`src/hdl/mcc_pkg.sv`:
```
// ----------------------------------------------------------------------------
// mcc_pkg
// Shared types, character codes and Morse tables for the Morse codec.
// ----------------------------------------------------------------------------
package mcc_pkg;

  localparam int NUM_CODES     = 36;
  localparam int MAX_SYMBOLS   = 5;
  localparam int QUEUE_DEPTH   = 4;

  localparam logic [7:0] CHAR_DOT    = 8'h2e;
  localparam logic [7:0] CHAR_DASH   = 8'h2d;
  localparam logic [7:0] CHAR_SPACE  = 8'h20;
  localparam logic [7:0] CHAR_SLASH  = 8'h2f;
  localparam logic [7:0] CHAR_UPPER_A = 8'h41;
  localparam logic [7:0] CHAR_UPPER_Z = 8'h5a;
  localparam logic [7:0] CHAR_LOWER_A = 8'h61;
  localparam logic [7:0] CHAR_LOWER_Z = 8'h7a;
  localparam logic [7:0] CHAR_ZERO   = 8'h30;
  localparam logic [7:0] CHAR_NINE   = 8'h39;
  localparam logic [7:0] CHAR_TAB    = 8'h09;
  localparam logic [7:0] CHAR_CR     = 8'h0d;
  localparam logic [7:0] CASE_OFFSET = 8'h20;

  localparam logic [5:0] FIRST_DIGIT = 6'd26;

  // One unit of work handed from front to back.
  typedef struct packed {
    logic       sep;          // leading space
    logic       glyph_valid;  // emit glyph instead of symbols
    logic [7:0] glyph;
    logic [2:0] sym_len;
    logic [4:0] sym_pat;      // bit i set: symbol i is a dash
  } job_t;

  typedef struct packed {
    logic [2:0] len;
    logic [4:0] pat;
  } code_t;

  typedef struct packed {
    logic       found;
    logic [7:0] glyph;
  } lookup_t;

  function automatic code_t morse_code(input logic [5:0] idx);
    code_t c;
    case (idx)
      6'd0:  c = '{3'd2, 5'd2};
      6'd1:  c = '{3'd4, 5'd1};
      6'd2:  c = '{3'd4, 5'd5};
      6'd3:  c = '{3'd3, 5'd1};
      6'd4:  c = '{3'd1, 5'd0};
      6'd5:  c = '{3'd4, 5'd4};
      6'd6:  c = '{3'd3, 5'd3};
      6'd7:  c = '{3'd4, 5'd0};
      6'd8:  c = '{3'd2, 5'd0};
      6'd9:  c = '{3'd4, 5'd14};
      6'd10: c = '{3'd3, 5'd5};
      6'd11: c = '{3'd4, 5'd2};
      6'd12: c = '{3'd2, 5'd3};
      6'd13: c = '{3'd2, 5'd1};
      6'd14: c = '{3'd3, 5'd7};
      6'd15: c = '{3'd4, 5'd6};
      6'd16: c = '{3'd4, 5'd11};
      6'd17: c = '{3'd3, 5'd2};
      6'd18: c = '{3'd3, 5'd0};
      6'd19: c = '{3'd1, 5'd1};
      6'd20: c = '{3'd3, 5'd4};
      6'd21: c = '{3'd4, 5'd8};
      6'd22: c = '{3'd3, 5'd6};
      6'd23: c = '{3'd4, 5'd9};
      6'd24: c = '{3'd4, 5'd13};
      6'd25: c = '{3'd4, 5'd3};
      6'd26: c = '{3'd5, 5'd31};
      6'd27: c = '{3'd5, 5'd30};
      6'd28: c = '{3'd5, 5'd28};
      6'd29: c = '{3'd5, 5'd24};
      6'd30: c = '{3'd5, 5'd16};
      6'd31: c = '{3'd5, 5'd0};
      6'd32: c = '{3'd5, 5'd1};
      6'd33: c = '{3'd5, 5'd3};
      6'd34: c = '{3'd5, 5'd7};
      6'd35: c = '{3'd5, 5'd15};
      default: c = '{3'd0, 5'd0};
    endcase
    return c;
  endfunction

  function automatic logic [7:0] glyph_of(input logic [5:0] idx);
    logic [7:0] g;
    if (idx < FIRST_DIGIT) begin
      g = CHAR_UPPER_A + {2'b00, idx};
    end else begin
      g = CHAR_ZERO + {2'b00, idx - FIRST_DIGIT};
    end
    return g;
  endfunction

  // Compare the token against every table entry in parallel; first hit wins.
  function automatic lookup_t decode_token(input logic [2:0] len, input logic [4:0] pat);
    lookup_t r;
    code_t   c;
    r = '{1'b0, 8'h00};
    for (int k = NUM_CODES - 1; k >= 0; k--) begin
      c = morse_code(6'(k));
      if (c.len == len && c.pat == pat) begin
        r = '{1'b1, glyph_of(6'(k))};
      end
    end
    return r;
  endfunction

endpackage

```
`src/hdl/mcc_front.sv`:
```
// ----------------------------------------------------------------------------
// mcc_front
// Accepts input words, tracks message and token state, builds jobs.
// ----------------------------------------------------------------------------
module mcc_front (
  input  logic          clk,
  input  logic          rst,
  input  logic          cfg_we,
  input  logic          cfg_data,
  input  logic          in_valid,
  output logic          in_stall,
  input  logic [7:0]    char_in,
  input  logic          message_end,
  input  logic          queue_full,
  output logic          push,
  output mcc_pkg::job_t job
);

  logic       direction;
  logic       emitted_any;
  logic [2:0] token_length;
  logic [4:0] token_pattern;
  logic       token_bad;
  logic       token_slash;

  logic       emitted_any_next;
  logic [2:0] token_length_next;
  logic [4:0] token_pattern_next;
  logic       token_bad_next;
  logic       token_slash_next;

  logic          accept;
  logic [7:0]    upper;
  logic [5:0]    idx;
  logic          enc_letter;
  logic          enc_digit;
  logic          enc_space;
  mcc_pkg::code_t   enc_code;
  logic          is_ws;
  logic [2:0]    t_len;
  logic [4:0]    t_pat;
  logic          t_bad;
  logic          t_slash;
  mcc_pkg::lookup_t hit;
  logic          emit;

  assign in_stall = queue_full;
  assign accept   = in_valid && !queue_full;

  always_comb begin
    upper = char_in;
    if (char_in >= mcc_pkg::CHAR_LOWER_A && char_in <= mcc_pkg::CHAR_LOWER_Z) begin
      upper = char_in - mcc_pkg::CASE_OFFSET;
    end
    enc_letter = upper >= mcc_pkg::CHAR_UPPER_A && upper <= mcc_pkg::CHAR_UPPER_Z;
    enc_digit  = upper >= mcc_pkg::CHAR_ZERO && upper <= mcc_pkg::CHAR_NINE;
    enc_space  = upper == mcc_pkg::CHAR_SPACE;
    if (enc_letter) begin
      idx = 6'(upper - mcc_pkg::CHAR_UPPER_A);
    end else begin
      idx = 6'(upper - mcc_pkg::CHAR_ZERO) + mcc_pkg::FIRST_DIGIT;
    end
    enc_code = mcc_pkg::morse_code(idx);
  end

  // Absorb the byte into the pending token.
  always_comb begin
    is_ws   = char_in inside {mcc_pkg::CHAR_SPACE, [mcc_pkg::CHAR_TAB:mcc_pkg::CHAR_CR]};
    t_len   = token_length;
    t_pat   = token_pattern;
    t_bad   = token_bad;
    t_slash = token_slash;
    if (!is_ws) begin
      if (token_length >= 3'(mcc_pkg::MAX_SYMBOLS)) begin
        t_bad = 1'b1;
        t_len = 3'(mcc_pkg::MAX_SYMBOLS);
      end else begin
        case (char_in)
          mcc_pkg::CHAR_DOT: begin
            if (token_slash) t_bad = 1'b1;
          end
          mcc_pkg::CHAR_DASH: begin
            if (token_slash) t_bad = 1'b1;
            t_pat = token_pattern | (5'd1 << token_length);
          end
          mcc_pkg::CHAR_SLASH: begin
            if (token_length != 3'd0) t_bad = 1'b1;
            else t_slash = 1'b1;
          end
          default: t_bad = 1'b1;
        endcase
        t_len = token_length + 3'd1;
      end
    end
    hit = mcc_pkg::decode_token(t_len, t_pat);
  end

  always_comb begin
    emitted_any_next   = emitted_any;
    token_length_next  = token_length;
    token_pattern_next = token_pattern;
    token_bad_next     = token_bad;
    token_slash_next   = token_slash;
    emit               = 1'b0;
    job                = '0;
    if (!direction) begin
      job.sep         = emitted_any;
      job.glyph_valid = enc_space;
      job.glyph       = mcc_pkg::CHAR_SLASH;
      job.sym_len     = enc_code.len;
      job.sym_pat     = enc_code.pat;
      if (enc_letter || enc_digit || enc_space) begin
        emit             = 1'b1;
        emitted_any_next = 1'b1;
      end
    end else begin
      token_length_next  = t_len;
      token_pattern_next = t_pat;
      token_bad_next     = t_bad;
      token_slash_next   = t_slash;
      job.glyph_valid    = 1'b1;
      job.glyph          = t_slash ? mcc_pkg::CHAR_SPACE : hit.glyph;
      if (is_ws || message_end) begin
        emit               = (t_len != 3'd0) && !t_bad && (t_slash || hit.found);
        token_length_next  = 3'd0;
        token_pattern_next = 5'd0;
        token_bad_next     = 1'b0;
        token_slash_next   = 1'b0;
      end
    end
    if (message_end) emitted_any_next = 1'b0;
  end

  assign push = accept && emit;

  always_ff @(posedge clk) begin
    if (rst) begin
      direction     <= 1'b0;
      emitted_any   <= 1'b0;
      token_length  <= 3'd0;
      token_pattern <= 5'd0;
      token_bad     <= 1'b0;
      token_slash   <= 1'b0;
    end else if (cfg_we) begin
      // new direction starts a clean message
      direction     <= cfg_data;
      emitted_any   <= 1'b0;
      token_length  <= 3'd0;
      token_pattern <= 5'd0;
      token_bad     <= 1'b0;
      token_slash   <= 1'b0;
    end else if (accept) begin
      emitted_any   <= emitted_any_next;
      token_length  <= token_length_next;
      token_pattern <= token_pattern_next;
      token_bad     <= token_bad_next;
      token_slash   <= token_slash_next;
    end
  end

endmodule

```
`src/hdl/mcc_queue.sv`:
```
// ----------------------------------------------------------------------------
// mcc_queue
// Small job queue between the front and back parts.
// ----------------------------------------------------------------------------
module mcc_queue #(
  parameter int DEPTH = mcc_pkg::QUEUE_DEPTH
) (
  input  logic          clk,
  input  logic          rst,
  input  logic          push,
  input  mcc_pkg::job_t push_job,
  input  logic          pop,
  output mcc_pkg::job_t head,
  output logic          empty,
  output logic          full
);

  localparam int PTR_W = (DEPTH > 1) ? $clog2(DEPTH) : 1;
  localparam int CNT_W = $clog2(DEPTH + 1);

  mcc_pkg::job_t    slots [DEPTH];
  logic [PTR_W-1:0] wr_ptr;
  logic [PTR_W-1:0] rd_ptr;
  logic [CNT_W-1:0] count;

  assign empty = count == CNT_W'(0);
  assign full  = count == CNT_W'(DEPTH);
  assign head  = slots[rd_ptr];

  always_ff @(posedge clk) begin
    if (push) slots[wr_ptr] <= push_job;
  end

  always_ff @(posedge clk) begin
    if (rst) begin
      wr_ptr <= '0;
      rd_ptr <= '0;
      count  <= '0;
    end else begin
      if (push) wr_ptr <= (wr_ptr == PTR_W'(DEPTH - 1)) ? '0 : wr_ptr + 1'b1;
      if (pop)  rd_ptr <= (rd_ptr == PTR_W'(DEPTH - 1)) ? '0 : rd_ptr + 1'b1;
      case ({push, pop})
        2'b10:   count <= count + 1'b1;
        2'b01:   count <= count - 1'b1;
        default: count <= count;
      endcase
    end
  end

endmodule

```
`src/hdl/mcc_back.sv`:
```
// ----------------------------------------------------------------------------
// mcc_back
// Expands the head job into output words, one per cycle unless the output stalls.
// ----------------------------------------------------------------------------
module mcc_back (
  input  logic          clk,
  input  logic          rst,
  input  mcc_pkg::job_t head,
  input  logic          empty,
  output logic          pop,
  output logic          out_valid,
  input  logic          out_stall,
  output logic [7:0]    char_out,
  output logic          last
);

  logic [2:0] pos;
  logic [2:0] total;
  logic [2:0] sym_idx;
  logic [4:0] sym_shift;
  logic       word_last;
  logic [7:0] word;
  logic       advance;

  always_comb begin
    total     = {2'b00, head.sep} + (head.glyph_valid ? 3'd1 : head.sym_len);
    sym_idx   = pos - {2'b00, head.sep};
    sym_shift = head.sym_pat >> sym_idx;
    word_last = pos == total - 3'd1;
    if (head.sep && pos == 3'd0) begin
      word = mcc_pkg::CHAR_SPACE;
    end else if (head.glyph_valid) begin
      word = head.glyph;
    end else begin
      word = sym_shift[0] ? mcc_pkg::CHAR_DASH : mcc_pkg::CHAR_DOT;
    end
  end

  assign advance = !empty && (!out_valid || !out_stall);
  assign pop     = advance && word_last;

  always_ff @(posedge clk) begin
    if (advance) begin
      char_out <= word;
      last     <= word_last;
    end
  end

  always_ff @(posedge clk) begin
    if (rst) begin
      out_valid <= 1'b0;
      pos       <= 3'd0;
    end else if (advance) begin
      out_valid <= 1'b1;
      pos       <= word_last ? 3'd0 : pos + 3'd1;
    end else if (!out_stall) begin
      out_valid <= 1'b0;
    end
  end

  a_pos_range: assert property (@(posedge clk) disable iff (rst) pos <= 3'd5)
    else $error("job position out of range");

  a_pos_has_job: assert property (@(posedge clk) disable iff (rst)
    pos != 3'd0 |-> !empty)
    else $error("job in progress but queue empty");

  a_glyph_single: assert property (@(posedge clk) disable iff (rst)
    advance && head.glyph_valid && !head.sep |=> out_valid && last)
    else $error("single glyph word not marked last");

  a_sep_first: assert property (@(posedge clk) disable iff (rst)
    advance && head.sep && pos == 3'd0 |=> char_out == mcc_pkg::CHAR_SPACE && !last)
    else $error("separator missing or marked last");

endmodule

```
`src/hdl/morse_code_codec.sv`:
```
// ----------------------------------------------------------------------------
// morse_code_codec
// ASCII to Morse encoder and Morse to ASCII decoder, one byte per word.
// ----------------------------------------------------------------------------
// The front end takes one input byte per cycle whenever the job queue has
// room, updates the message and token state, and queues at most one job per
// byte. The back end turns each job into output words at one word per cycle
// while the output is not stalled, so an encoded character gives one to six
// words (a separator plus up to five symbols), a decoded token or a space one
// word, and a byte that yields nothing queues no job. The single output port
// of the back end sets the sustained rate. QUEUE_DEPTH jobs may wait between
// the two halves. Write direction only while the block is idle; the write
// also starts a new message.
module morse_code_codec #(
  parameter int QUEUE_DEPTH = mcc_pkg::QUEUE_DEPTH
) (
  input  logic       clk,
  input  logic       rst,
  input  logic       cfg_we,
  input  logic       cfg_data,
  input  logic       in_valid,
  output logic       in_stall,
  input  logic [7:0] char_in,
  input  logic       message_end,
  output logic       out_valid,
  input  logic       out_stall,
  output logic [7:0] char_out,
  output logic       last
);

  mcc_pkg::job_t push_job;
  mcc_pkg::job_t head;
  logic          push;
  logic          pop;
  logic          empty;
  logic          full;

  mcc_front u_front (
    .clk         (clk),
    .rst         (rst),
    .cfg_we      (cfg_we),
    .cfg_data    (cfg_data),
    .in_valid    (in_valid),
    .in_stall    (in_stall),
    .char_in     (char_in),
    .message_end (message_end),
    .queue_full  (full),
    .push        (push),
    .job         (push_job)
  );

  mcc_queue #(
    .DEPTH (QUEUE_DEPTH)
  ) u_queue (
    .clk      (clk),
    .rst      (rst),
    .push     (push),
    .push_job (push_job),
    .pop      (pop),
    .head     (head),
    .empty    (empty),
    .full     (full)
  );

  mcc_back u_back (
    .clk       (clk),
    .rst       (rst),
    .head      (head),
    .empty     (empty),
    .pop       (pop),
    .out_valid (out_valid),
    .out_stall (out_stall),
    .char_out  (char_out),
    .last      (last)
  );

endmodule

```
`config.mk`:
```
export PLATFORM = sky130hd
export DESIGN_NAME = morse_code_codec
export DESIGN_NICKNAME = d
export VERILOG_FILES = /design/src/hdl/mcc_pkg.sv /design/src/hdl/mcc_front.sv /design/src/hdl/mcc_queue.sv /design/src/hdl/mcc_back.sv /design/src/hdl/morse_code_codec.sv
export SDC_FILE = /design/constraint.sdc
export NUM_CORES = 1
export LEC_CHECK = 0
export ABC_AREA = 0
export CAP_MARGIN = 20
export CORE_ASPECT_RATIO = 1.25
export CORE_MARGIN = 4
export CORE_UTILIZATION = 65
export DETAILED_ROUTE_END_ITERATION = 8
export DONT_BUFFER_PORTS = 1
export PLACE_DENSITY = 0.81
export SLEW_MARGIN = 25
export SYNTH_ARGS = -nofsm -noshare
export SYNTH_HDL_FRONTEND = slang
export SYNTH_HIERARCHICAL = 1
export SYNTH_SLANG_ARGS = --single-unit
```
`constraint.sdc`:
```
create_clock -name clk -period 12.75 [get_ports clk]
set_input_delay 1.275 -clock clk [delete_from_list [all_inputs] [get_ports clk]]
set_output_delay 1.275 -clock clk [all_outputs]
set_load 0.03 [all_outputs]
```
==> impl_metrics.ini <==
[power]
intPower_w = 0.0006213
p_comb_frac = 0.173
clockPowerShare = 0.347
power.leakage_nw = 2.506
peakVddDrop_mv = 0.06284
p_sw_frac = 0.2677
p_seq_frac = 0.480
powerDensity_nw_per_um2 = 120.0
p_switching_w = 0.0002271

[clock_network]
cts_resized = 0
clk_pin_slew_worst_paths_ns = 0.07
cts.root.buffer_cell = clkbuf_16
clock_latency_ns = 0.34
numClockSinks = 106
htreeDepth = 3
cts-buffers-inserted = 9
cts_hold_buf = 0
post-cts-setup-buffer-count = 0
cts_tree = yes
cts_buffer_depth = 2

[finish]
drive_above_1_share = 0.1133
multiInputGateArea_sq_um = 3501
nNetsFinal = 664
seqCellArea_sq_um = 2933
fillerInstances = 707
fin_util = 0.6994
area_delta_synth_final_pct = 4.727

[die]
fp-row-count = 41
die_h_microns = 121.9
ioPinCount = 26
core-area_sq_um = 10110
initial_core_util = 0.6678
dieArea_sq_um = 12090
die_w_microns = 99.14

[critical_path]
crit_path_end_kind = register
worstPathArrival_ns = 5.76
cp.required_ns = 13.03
crit_type = in -> reg
cp_max_fo = 12
startpoint_type = input port

[sta]
setup_viol = 0
fin_setup_tns_ns = 0
clock.fmax_ghz = 0.1823
report.final.slew_viol_count = 0
max_slew_margin = 0.3763
period_minus_slack_ns = 5.484
finalHoldViolCount = 0
fin_ws_ns = 7.266
worst_pin_slew_ns = 0.9312
rsz0062_at_grt = no
period_share = 0.4301
finalHoldWorstSlack_ns = 0.5176
clock-skew-final_ns = 0.009023

[grt]
track_usage = 0.2463
grt_start_max_net_pins = 21
grt_pass1_vias = 4824
overflow = 0
antenna_found_initial = 1
grt_pass1_wl_mm = 23.69

[drt]
wirelength_mm = 14.50
wire_per_inst_microns = 19.39
viasPerCell = 6.658
postRouteAntennaNets = 0
vias = 4980
first_pass_iters = 5
drcViolationCount = 0
drtIter0Drc = 390

[synthesis]
synthArstFlopShare = 0
seq_area_frac_synth = 0.4346
ys_warn_count = 6
synthFlopType = edfxtp_1
syn_inst = 631
synthDistinctLibCells = 89
avgSynthCellArea_sq_um = 10.70
synth_edf_count = 81
synthesis.nets = 682
synth-seq-cells = 106
syn_area_sq_um = 6749

[placement]
place_ws_ns = 6.968
hpwlAfterDp_mm = 10.45
gp_congestion = 0.9918
portBuffers = 0

[min_path]
min_path_type = reg -> reg

[job]
maxCapViolCount = 0

[run_status]
outcome = complete, no violations
metrics by stage:
step | power (W) | area (sq um) | cells
4_1_cts | 0.0008509 | 7059 | 747
5_1_grt | 0.0008830 | 7068 | 748
3_5_place_dp | 0.0005585 | 6735 | 731
6_report | 0.0008484 | 7068 | 748
3_3_place_gp | 0.0005516 | 6735 | 731
2_1_floorplan | 0.0005335 | 6749 | 631
cell families after synthesis:
family,share of synthesized area
mux,0.08565
simple gates,0.1635
fa+ha+maj,0.06785
flops,0.4346
compound gates,0.1796
other cells,0.0005556
xor+xnor,0.02058
buf+inv,0.04764
final timing paths:
path	start	slack (ns)	endpoint	cells past startpoint
max	char_in[0]	7.27	u_queue/count[2]	18
min	u_front/emitted_any	0.52	u_front/emitted_any	2
max reg2reg	u_front/token_length[1]	7.70	u_queue/count[2]	17
min reg2reg	u_front/emitted_any	0.52	u_front/emitted_any	2
area by class of cell:
class                   count  share of cell area
flip-flops and latches    106              0.4149
diodes                      1           0.0003540
clock buffers               9             0.03186
inverters                  35             0.01859
clock inverters             7             0.01398
repair buffers              2            0.002124
well taps                 129             0.02284
multi-input cells         459              0.4953
per-layer routing:
layer  up-vias  track usage  wire length [microns]
li1       2382            -                      -
met1      2398       0.3039                   5909
met2       181       0.4374                   7624
met3        19      0.04983                    807
met4         0      0.07088                    159
met5         -            0                      0
state kept, by name (all words and copies together) (netlist names), named ones only:
name and cells:
u_front/token_pattern 5, u_back/out_valid 1, u_back/char_out 8, u_front/emitted_any 1, u_back/last 1, u_queue/wr_ptr 2, u_queue/slots 72, u_queue/rd_ptr 2
u_queue/count 3, u_front/token_bad 1, u_front/direction 1, u_front/token_length 3, u_back/pos 3, u_front/token_slash 1
cells in the mapped netlist (all sizes together), types with 6 or more instances:
cell type | count | area [sq um]
mux4 | 19 | 457.9
dfxtp | 25 | 500.5
buf | 21 | 151.4
a31oi | 8 | 50.05
o21ai | 34 | 173.9
o211ai | 10 | 90.09
nand4 | 10 | 62.56
nand2b | 6 | 37.54
o22ai | 6 | 43.79
nand3 | 15 | 75.07
mux2i | 9 | 97.60
xnor2 | 7 | 95.09
a211oi | 7 | 57.55
nor2 | 58 | 222.7
a21o | 6 | 46.30
nor3 | 22 | 110.1
nor2b | 11 | 68.82
and3 | 10 | 62.56
edfxtp | 81 | 2432
nand2 | 53 | 209.0
inv | 35 | 131.4
a22oi | 6 | 45.04
clkbuf | 10 | 38.78
a21oi | 28 | 143.9
a32oi | 7 | 68.82
ha | 35 | 437.9
and2 | 10 | 63.81
power by group through the flow:
stage / Sequential (W) / Combinational, W / Clock (W)
after detailed placement: 0.000415 / 0.000144 / 0
after global routing: 0.000408 / 0.000161 / 0.000314
after CTS: 0.000407 / 0.000145 / 0.000299
final: 0.000407 / 0.000147 / 0.000295
after floorplan: 0.000412 / 0.000122 / 0
after global placement: 0.000414 / 0.000138 / 0
placed cells by master (no fill, tap or decap), types with 6 or more instances in the layout:
| master | count |
|---|---|
| nand4_1 | 10 |
| mux4_1 | 8 |
| nand2b_1 | 6 |
| mux2i_1 | 7 |
| a22oi_1 | 6 |
| mux4_2 | 11 |
| a31oi_1 | 7 |
| nand3_1 | 15 |
| edfxtp_1 | 81 |
| and2_1 | 9 |
| dfxtp_1 | 25 |
| nor2_1 | 56 |
| and3_1 | 10 |
| nor3_1 | 22 |
| nor2b_1 | 11 |
| inv_1 | 32 |
| a21oi_1 | 27 |
| o211ai_1 | 7 |
| ha_1 | 35 |
| o21ai_0 | 31 |
| a32oi_1 | 6 |
| a211oi_1 | 6 |
| nand2_1 | 51 |
| clkbuf_16 | 9 |
critical path: stages:
cell and delay (ns):
inv_1 0.17, ha_1 0.29, nor2_1 0.07, o311ai_1 0.42, a21o_2 0.28, mux2i_2 0.47, nor3_1 0.11, a211o_1 0.31
a221o_1 0.29, nor4_2 0.29, a22oi_1 0.23, inv_1 0.15, ha_1 0.21, inv_1 0.08, fa_1 0.45, xor2_1 0.17
or3_1 0.32, a21oi_1 0.15
Power figures use the tool's default switching activity.
